==> config.mk <==
export PLATFORM = sky130hd
export DESIGN_NAME = mrds_dsha
export DESIGN_NICKNAME = d
export VERILOG_FILES = /design/src/hw/rtl/merkle_root_double_sha256_core_macros.svh /design/src/hw/rtl/mrds_pkg.sv /design/src/hw/rtl/mrds_sha_core.sv /design/src/hw/rtl/mrds_dsha.sv
export SDC_FILE = /design/constraint.sdc
export NUM_CORES = 2
export LEC_CHECK = 0
export ABC_AREA = 1
export ABC_CLOCK_PERIOD_IN_PS = 32500
export BUFFER_PORTS_ARGS = -buffer_cell sky130_fd_sc_hd__buf_2
export CAP_MARGIN = 20
export CORE_AREA = 2 2 418 420
export DETAILED_ROUTE_END_ITERATION = 8
export DIE_AREA = 0 0 420 422
export PLACE_DENSITY_LB_ADDON = 0.05
export SYNTH_ARGS = -nofsm -noshare
export SYNTH_HDL_FRONTEND = slang
export SYNTH_HIERARCHICAL = 1
export SYNTH_SLANG_ARGS = --single-unit
==> constraint.sdc <==
create_clock -name clk_i -period 32.5 [get_ports clk_i]
set_clock_uncertainty 0.2 [all_clocks]
set_input_delay 8.125 -clock clk_i [delete_from_list [all_inputs] [get_ports clk_i]]
set_output_delay 8.125 -clock clk_i [all_outputs]
set_load 0.02 [all_outputs]
==> src/hw/rtl/merkle_root_double_sha256_core_macros.svh <==
// ---------------------------------------------------------------------------
// Assertion macros for the Merkle root core
// Clocked on clk_i, disabled while rst_ni is low.
// ---------------------------------------------------------------------------
`ifndef MERKLE_ROOT_DOUBLE_SHA256_CORE_MACROS_SVH
`define MERKLE_ROOT_DOUBLE_SHA256_CORE_MACROS_SVH

// Property that must hold at every edge
`define MRDS_ASSERT_ALWAYS(name, expr, msg) \
  name: assert property (@(posedge clk_i) disable iff (!rst_ni) (expr)) else $error(msg);

// Same-cycle implication
`define MRDS_ASSERT_IMPL(name, ante, cons, msg) \
  name: assert property (@(posedge clk_i) disable iff (!rst_ni) (ante) |-> (cons)) \
    else $error(msg);

// Next-cycle implication
`define MRDS_ASSERT_NEXT(name, ante, cons, msg) \
  name: assert property (@(posedge clk_i) disable iff (!rst_ni) (ante) |=> (cons)) \
    else $error(msg);

`endif

==> src/hw/rtl/mrds_pkg.sv <==
// ---------------------------------------------------------------------------
// mrds_pkg
// Types, constants and helpers shared by the Merkle root core.
// ---------------------------------------------------------------------------
`timescale 1ns / 1ps

package mrds_pkg;

  localparam int unsigned MAX_LEVELS_DEF = 16;
  localparam int unsigned NODE_W         = 256;
  localparam int unsigned BLOCK_W        = 512;

  // request and result payloads
  typedef struct packed {
    logic [63:0] hash_word0;
    logic [63:0] hash_word1;
    logic [63:0] hash_word2;
    logic [63:0] hash_word3;
    logic        last_leaf;
  } in_t;

  typedef struct packed {
    logic [63:0] root_word0;
    logic [63:0] root_word1;
    logic [63:0] root_word2;
    logic [63:0] root_word3;
  } out_t;

  // sequencer states
  typedef enum logic [3:0] {
    ST_IDLE,
    ST_PUSH,
    ST_READ,
    ST_HASH,
    ST_FIND,
    ST_FIND_RD,
    ST_FOLD,
    ST_OUT
  } top_state_e;

  typedef enum logic [1:0] {
    DS_IDLE,
    DS_FIRST,
    DS_PAD,
    DS_OUTER
  } dsha_state_e;

  typedef enum logic [1:0] {
    SHA_IDLE,
    SHA_ROUND,
    SHA_FINAL
  } sha_state_e;

  localparam logic [NODE_W-1:0] SHA_IV = {
    32'h6a09e667, 32'hbb67ae85, 32'h3c6ef372, 32'ha54ff53a,
    32'h510e527f, 32'h9b05688c, 32'h1f83d9ab, 32'h5be0cd19
  };

  localparam logic [31:0] SHA_K [64] = '{
    32'h428a2f98, 32'h71374491, 32'hb5c0fbcf, 32'he9b5dba5,
    32'h3956c25b, 32'h59f111f1, 32'h923f82a4, 32'hab1c5ed5,
    32'hd807aa98, 32'h12835b01, 32'h243185be, 32'h550c7dc3,
    32'h72be5d74, 32'h80deb1fe, 32'h9bdc06a7, 32'hc19bf174,
    32'he49b69c1, 32'hefbe4786, 32'h0fc19dc6, 32'h240ca1cc,
    32'h2de92c6f, 32'h4a7484aa, 32'h5cb0a9dc, 32'h76f988da,
    32'h983e5152, 32'ha831c66d, 32'hb00327c8, 32'hbf597fc7,
    32'hc6e00bf3, 32'hd5a79147, 32'h06ca6351, 32'h14292967,
    32'h27b70a85, 32'h2e1b2138, 32'h4d2c6dfc, 32'h53380d13,
    32'h650a7354, 32'h766a0abb, 32'h81c2c92e, 32'h92722c85,
    32'ha2bfe8a1, 32'ha81a664b, 32'hc24b8b70, 32'hc76c51a3,
    32'hd192e819, 32'hd6990624, 32'hf40e3585, 32'h106aa070,
    32'h19a4c116, 32'h1e376c08, 32'h2748774c, 32'h34b0bcb5,
    32'h391c0cb3, 32'h4ed8aa4a, 32'h5b9cca4f, 32'h682e6ff3,
    32'h748f82ee, 32'h78a5636f, 32'h84c87814, 32'h8cc70208,
    32'h90befffa, 32'ha4506ceb, 32'hbef9a3f7, 32'hc67178f2
  };

  function automatic logic [31:0] rotr32(input logic [31:0] x, input int unsigned n);
    return (x >> n) | (x << (32 - n));
  endfunction

  // reverse the byte order of a 256-bit node
  function automatic logic [NODE_W-1:0] byte_rev256(input logic [NODE_W-1:0] x);
    logic [NODE_W-1:0] r;
    r = '0;
    for (int i = 0; i < NODE_W / 8; i++) begin
      r[8*i +: 8] = x[NODE_W-8-8*i +: 8];
    end
    return r;
  endfunction

endpackage

==> src/hw/rtl/mrds_sha_core.sv <==
// ---------------------------------------------------------------------------
// mrds_sha_core
// One SHA-256 compression, one round per clock, 16-word schedule window.
// ---------------------------------------------------------------------------
`timescale 1ns / 1ps

module mrds_sha_core (
  input  logic                          clk_i,
  input  logic                          rst_ni,
  input  logic                          start_i,
  input  logic [mrds_pkg::NODE_W-1:0]   state_i,
  input  logic [mrds_pkg::BLOCK_W-1:0]  block_i,
  output logic                          done_o,
  output logic [mrds_pkg::NODE_W-1:0]   digest_o
);

  mrds_pkg::sha_state_e state_q, state_d;
  logic [5:0]  rnd_q;
  logic [31:0] hin_q [8];
  logic [31:0] wv_q  [16];
  logic [31:0] a_q, b_q, c_q, d_q, e_q, f_q, g_q, h_q;
  logic [31:0] t1, t2, w_new;
  logic [mrds_pkg::NODE_W-1:0] digest_q;
  logic done_q;

  // round function and schedule extension
  always_comb begin
    t1 = h_q + (mrds_pkg::rotr32(e_q, 6) ^ mrds_pkg::rotr32(e_q, 11) ^
                mrds_pkg::rotr32(e_q, 25)) + ((e_q & f_q) ^ (~e_q & g_q)) +
         mrds_pkg::SHA_K[rnd_q] + wv_q[0];
    t2 = (mrds_pkg::rotr32(a_q, 2) ^ mrds_pkg::rotr32(a_q, 13) ^
          mrds_pkg::rotr32(a_q, 22)) + ((a_q & b_q) ^ (a_q & c_q) ^ (b_q & c_q));
    w_new = wv_q[0] + (mrds_pkg::rotr32(wv_q[1], 7) ^ mrds_pkg::rotr32(wv_q[1], 18) ^
                       (wv_q[1] >> 3)) + wv_q[9] +
            (mrds_pkg::rotr32(wv_q[14], 17) ^ mrds_pkg::rotr32(wv_q[14], 19) ^
             (wv_q[14] >> 10));
  end

  // next state
  always_comb begin
    state_d = state_q;
    unique case (state_q)
      mrds_pkg::SHA_IDLE:  if (start_i) state_d = mrds_pkg::SHA_ROUND;
      mrds_pkg::SHA_ROUND: if (rnd_q == 6'd63) state_d = mrds_pkg::SHA_FINAL;
      mrds_pkg::SHA_FINAL: state_d = mrds_pkg::SHA_IDLE;
      default:             state_d = mrds_pkg::SHA_IDLE;
    endcase
  end

  always_ff @(posedge clk_i or negedge rst_ni) begin
    if (!rst_ni) begin
      state_q <= mrds_pkg::SHA_IDLE;
      rnd_q   <= '0;
      done_q  <= 1'b0;
    end else begin
      state_q <= state_d;
      done_q  <= (state_q == mrds_pkg::SHA_FINAL);
      if (state_q == mrds_pkg::SHA_ROUND) rnd_q <= rnd_q + 6'd1;
      else rnd_q <= '0;
    end
  end

  // working variables and schedule
  always_ff @(posedge clk_i) begin
    if (state_q == mrds_pkg::SHA_IDLE && start_i) begin
      for (int i = 0; i < 8; i++) hin_q[i] <= state_i[mrds_pkg::NODE_W-32-32*i +: 32];
      for (int i = 0; i < 16; i++) wv_q[i] <= block_i[mrds_pkg::BLOCK_W-32-32*i +: 32];
      a_q <= state_i[255:224]; b_q <= state_i[223:192];
      c_q <= state_i[191:160]; d_q <= state_i[159:128];
      e_q <= state_i[127:96];  f_q <= state_i[95:64];
      g_q <= state_i[63:32];   h_q <= state_i[31:0];
    end else if (state_q == mrds_pkg::SHA_ROUND) begin
      for (int i = 0; i < 15; i++) wv_q[i] <= wv_q[i+1];
      wv_q[15] <= w_new;
      h_q <= g_q; g_q <= f_q; f_q <= e_q; e_q <= d_q + t1;
      d_q <= c_q; c_q <= b_q; b_q <= a_q; a_q <= t1 + t2;
    end
    if (state_q == mrds_pkg::SHA_FINAL) begin
      digest_q <= {hin_q[0] + a_q, hin_q[1] + b_q, hin_q[2] + c_q, hin_q[3] + d_q,
                   hin_q[4] + e_q, hin_q[5] + f_q, hin_q[6] + g_q, hin_q[7] + h_q};
    end
  end

  assign done_o   = done_q;
  assign digest_o = digest_q;

endmodule

==> src/hw/rtl/mrds_dsha.sv <==
// ---------------------------------------------------------------------------
// mrds_dsha
// Parent node of two display-order nodes: three compressions on one core.
// ---------------------------------------------------------------------------
`timescale 1ns / 1ps

module mrds_dsha (
  input  logic                         clk_i,
  input  logic                         rst_ni,
  input  logic                         start_i,
  input  logic [mrds_pkg::NODE_W-1:0]  left_i,
  input  logic [mrds_pkg::NODE_W-1:0]  right_i,
  output logic                         busy_o,
  output logic                         done_o,
  output logic [mrds_pkg::NODE_W-1:0]  result_o
);

  mrds_pkg::dsha_state_e state_q, state_d;
  logic                          core_start, core_done;
  logic [mrds_pkg::NODE_W-1:0]   core_state, core_digest;
  logic [mrds_pkg::BLOCK_W-1:0]  core_block;
  logic [mrds_pkg::NODE_W-1:0]   result_q;
  logic                          done_q;

  // phase sequencing and core feed
  always_comb begin
    state_d    = state_q;
    core_start = 1'b0;
    core_state = mrds_pkg::SHA_IV;
    core_block = {mrds_pkg::byte_rev256(left_i), mrds_pkg::byte_rev256(right_i)};
    unique case (state_q)
      mrds_pkg::DS_IDLE: begin
        if (start_i) begin
          core_start = 1'b1;
          state_d    = mrds_pkg::DS_FIRST;
        end
      end
      mrds_pkg::DS_FIRST: begin
        // padding block of a 64-byte message
        core_state = core_digest;
        core_block = {8'h80, 488'd0, 16'h0200};
        if (core_done) begin
          core_start = 1'b1;
          state_d    = mrds_pkg::DS_PAD;
        end
      end
      mrds_pkg::DS_PAD: begin
        // outer hash of the 32-byte digest
        core_block = {core_digest, 8'h80, 232'd0, 16'h0100};
        if (core_done) begin
          core_start = 1'b1;
          state_d    = mrds_pkg::DS_OUTER;
        end
      end
      mrds_pkg::DS_OUTER: begin
        if (core_done) state_d = mrds_pkg::DS_IDLE;
      end
      default: state_d = mrds_pkg::DS_IDLE;
    endcase
  end

  always_ff @(posedge clk_i or negedge rst_ni) begin
    if (!rst_ni) begin
      state_q <= mrds_pkg::DS_IDLE;
      done_q  <= 1'b0;
    end else begin
      state_q <= state_d;
      done_q  <= (state_q == mrds_pkg::DS_OUTER) && core_done;
    end
  end

  always_ff @(posedge clk_i) begin
    if (state_q == mrds_pkg::DS_OUTER && core_done) begin
      result_q <= mrds_pkg::byte_rev256(core_digest);
    end
  end

  mrds_sha_core u_core (
    .clk_i    (clk_i),
    .rst_ni   (rst_ni),
    .start_i  (core_start),
    .state_i  (core_state),
    .block_i  (core_block),
    .done_o   (core_done),
    .digest_o (core_digest)
  );

  assign busy_o   = (state_q != mrds_pkg::DS_IDLE) || done_q;
  assign done_o   = done_q;
  assign result_o = result_q;

endmodule

==> summary.txt <==
STA
  • Worst setup margin: between 15000 and 20000 ps
  • Min Hold Slack: about 240 ps
  • RSZ-0062 raised after global routing: false
  • Final Hold Fails: 0
  • Setup TNS: 0 ps
  • Min cycle time layout: around 13000 ps
  • Final setup violation count: 0
  • Max Clock Freq: about 0.079 GHz
  • Slew @ Worst Pin: 1260 ps
  • Final Slew Violations: 0
  • Period utilization: 38.9%
  • Slew headroom: about 16%

Logic synthesis
  • Ranking of synthesized cells by area: edfxtp_1, nand2_1, inv_1, ha_1, fa_1
  • Number of synthesis warnings: 6
  • Cells after Synth: between 9000 and 10000
  • EDFF count, synth: between 1500 and 2000
  • Synth area leader: edfxtp_1
  • Distinct cell type count after synthesis: 76
  • Synth Register Bits: approximately 1500
  • Top FF cell, synth: edfxtp_1
  • Mapped Avg Cell Area: 9.54 sq um
  • Synthesized area: 94400 sq um
  • Mapped Nets: approximately 11000
  • Area share of the largest cell type after synthesis: between 40% and 50%
  • Sequential area share after synthesis: about half
  • Post-synth ARST share: 0.775%

Global route
  • Number of global-route vias before repair: approximately 74000
  • Congestion Overflow GR: 0
  • GR Util All Layers: between 40% and 50%
  • First-pass GRT wire length: 522000 um
  • Antenna violations before repair: 34
  • Largest net degree at the start of global routing: 219

Pwr
  • Switching part of the total: between 20 and 30%
  • Logic pwr share: between 15 and 20%
  • Leak: 0.0473 uW
  • Net switching power: around 1500 uW
  • Pwr dens: 47.4 nW/um^2
  • Reg power frac: ~44%
  • Int Pwr: about 3500 uW
  • Clk network pwr share: roughly 40%
  • Worst VDD drop: around 0.065 mV

Floorplanning
  • Die Y-Extent: approximately 420 um
  • # IOs: roughly 770
  • Core Rows: 153
  • Starting Density: roughly 55%
  • Core Area: about 170000 sq um
  • Die Area: between 150000 and 200000 sq um
  • Die W: 420 um

Clocking
  • H-tree levels: 4
  • CTS tree: built
  • CTS clk-pin slew, worst paths: approximately 60 ps
  • CTS Sinks: 1548
  • Clock Tree Buf Depth: 3
  • CTS Buf Count: 168
  • Post-CTS resize count: 0
  • Clock latency on the worst-skew pair: around 900 ps
  • CTS root buffer: clkbuf_16
  • Hold Buf Count CTS: 0
  • Setup Fix Bufs, Post-CTS: 0

Critical path
  • R2r setup slk: between 20000 and 25000 ps
  • R2R Path End: u_core/a_q[31]
  • Worst r2r src: u_core/rnd_q[1]
  • Worst-path fanout max: 70
  • Worst setup SP type: input pin
  • Worst setup EP type: register
  • CP arrival: 12920 ps
  • Critical path type: in2reg
  • Required time of the critical path: around 33000 ps
  • Worst reg2reg path depth: 34

Run
  • Max-Cap Viols: 0

Layout
  • Layout cells sized above 1: between 10 and 15%
  • Commonest non-fill, non-tap cells in the layout: nand2_1, edfxtp_1, inv_1
  • Leading cell type in the layout, fill and taps excluded: nand2_1
  • Nets: 11665
  • Area grow syn2layout: 11.9%
  • Final Util: 61.1%

Placement
  • Gpl congestion: roughly 1.0
  • Detail Placement HPWL: just under 300000 um
  • Place WS: around 19000 ps
  • PortBufs: a little under 800

Routing
  • Post-Route WL: between 300000 and 400000 um
  • DR vias: just under 80000
  • Antenna viol nets, final: 0
  • DRC viols: 0
  • DRT iter0 DRCs: between 10000 and 15000
  • Vias per cell: between 5 and 6
  • DR pass1 iterations: 8
  • Mean routed wirelength per cell: around 29 um

Min path
  • Worst Hold Depth: 0
  • Tightest Hold Check Type: reg2reg
  • Worst hold start: u_core/digest_o[202]
  • Worst hold endpoint: result_o[50]

Status
  • Status: finished clean
-- critical path: stages --
cell	delay, ps
buf_2	120
nand2_1	50
a21oi_1	690
nand2_4	530
nand2_4	610
buf_4	810
buf_4	870
buf_4	860
-- registers in the layout, summed over array words and instances, names as in the netlist --
name,count
u_core/wv_q,512
result_o,256
u_core/digest_o,256
u_core/hin_q,256
u_core/a_q,32
u_core/b_q,32
u_core/c_q,32
u_core/d_q,32
u_core/e_q,32
u_core/f_q,32
u_core/g_q,32
u_core/h_q,32
u_core/rnd_q,6
state_q,2
u_core/state_q,2
done_o,1
u_core/done_o,1
-- cell families (layout without fill, tap and decap cells) --
kind of cell    after synthesis  in the layout  synth area share, %
compound gates             1404           1404                 9.33
other cells                   0             16                    0
flops                      1548           1548                 49.2
buf+inv                    1782           2577                 7.49
fa+ha+maj                   593            593                 9.41
simple gates               3700           3700                 15.6
xor+xnor                    524            524                 4.87
mux                         346            346                 4.09
-- stage by stage --
step                      instance area [sq um]  power [uW]  cells
after global placement                   100000        3070  12710
after global routing                     106000        5140  13020
after CTS                                106000        5000  13016
after floorplan                           94400        2800   9897
after detailed placement                 100000        3080  12712
final                                    106000        5010  13033
-- routing by layer --
| layer | routed length [um] | vias up | track usage (%) |
|---|---|---|---|
| li1 | - | 34094 | - |
| met1 | 143000 | 37243 | 55.0 |
| met2 | 164000 | 5023 | 62.2 |
| met3 | 40400 | 984 | 9.48 |
| met4 | 26200 | 16 | 24.4 |
| met5 | 103 | - | 0 |
-- synthesized netlist by cell type, types with 26 or more instances --
library cell,instances
o21ai_0,357
nand3_1,259
mux2_2,320
nand2_1,2555
edfxtp_1,1536
a21o_1,49
a22o_1,119
nor3_1,100
buf_2,176
nor2_1,659
ha_1,397
a21oi_1,441
or2_2,33
o21ai_1,100
xor2_1,295
fa_1,195
clkbuf_1,124
inv_1,1429
xnor2_1,228
a31oi_1,59
o21bai_1,79
mux2i_1,26
-- final cells by class --
type,count,area (sq um)
Fill cell,14496,67200
Sequential cell,1548,46400
Multi-Input combinational cell,6567,41000
Inverter,1443,5440
Timing Repair Buffer,830,4390
Clock buffer,203,4360
Tap cell,2325,2910
Clock inverter,101,1130
Antenna cell,16,40.0
-- how the worst max path moves through the flow --
| stage | endpoint | slack (ps) | start |
|---|---|---|---|
| floorplan | u_core/a_q[0] | 5680 | start_i |
| global placement | u_core/g_q[8] | 19200 | start_i |
| detailed placement | u_core/wv_q[0][240] | 19160 | start_i |
| CTS | u_core/f_q[0] | 20060 | start_i |
| global route | u_core/h_q[24] | 19750 | start_i |
| finish | u_core/h_q[24] | 19860 | start_i |
-- power by group through the flow --
stage	combinational (uW)	clock (uW)	sequential, uW
6_report	872	1950	2190
4_1_cts	849	1960	2190
3_3_place_gp	834	0	2230
3_5_place_dp	843	0	2230
5_1_grt	922	2030	2190
2_1_floorplan	566	0	2230
Note: power is estimated with default switching activity, not from simulation.
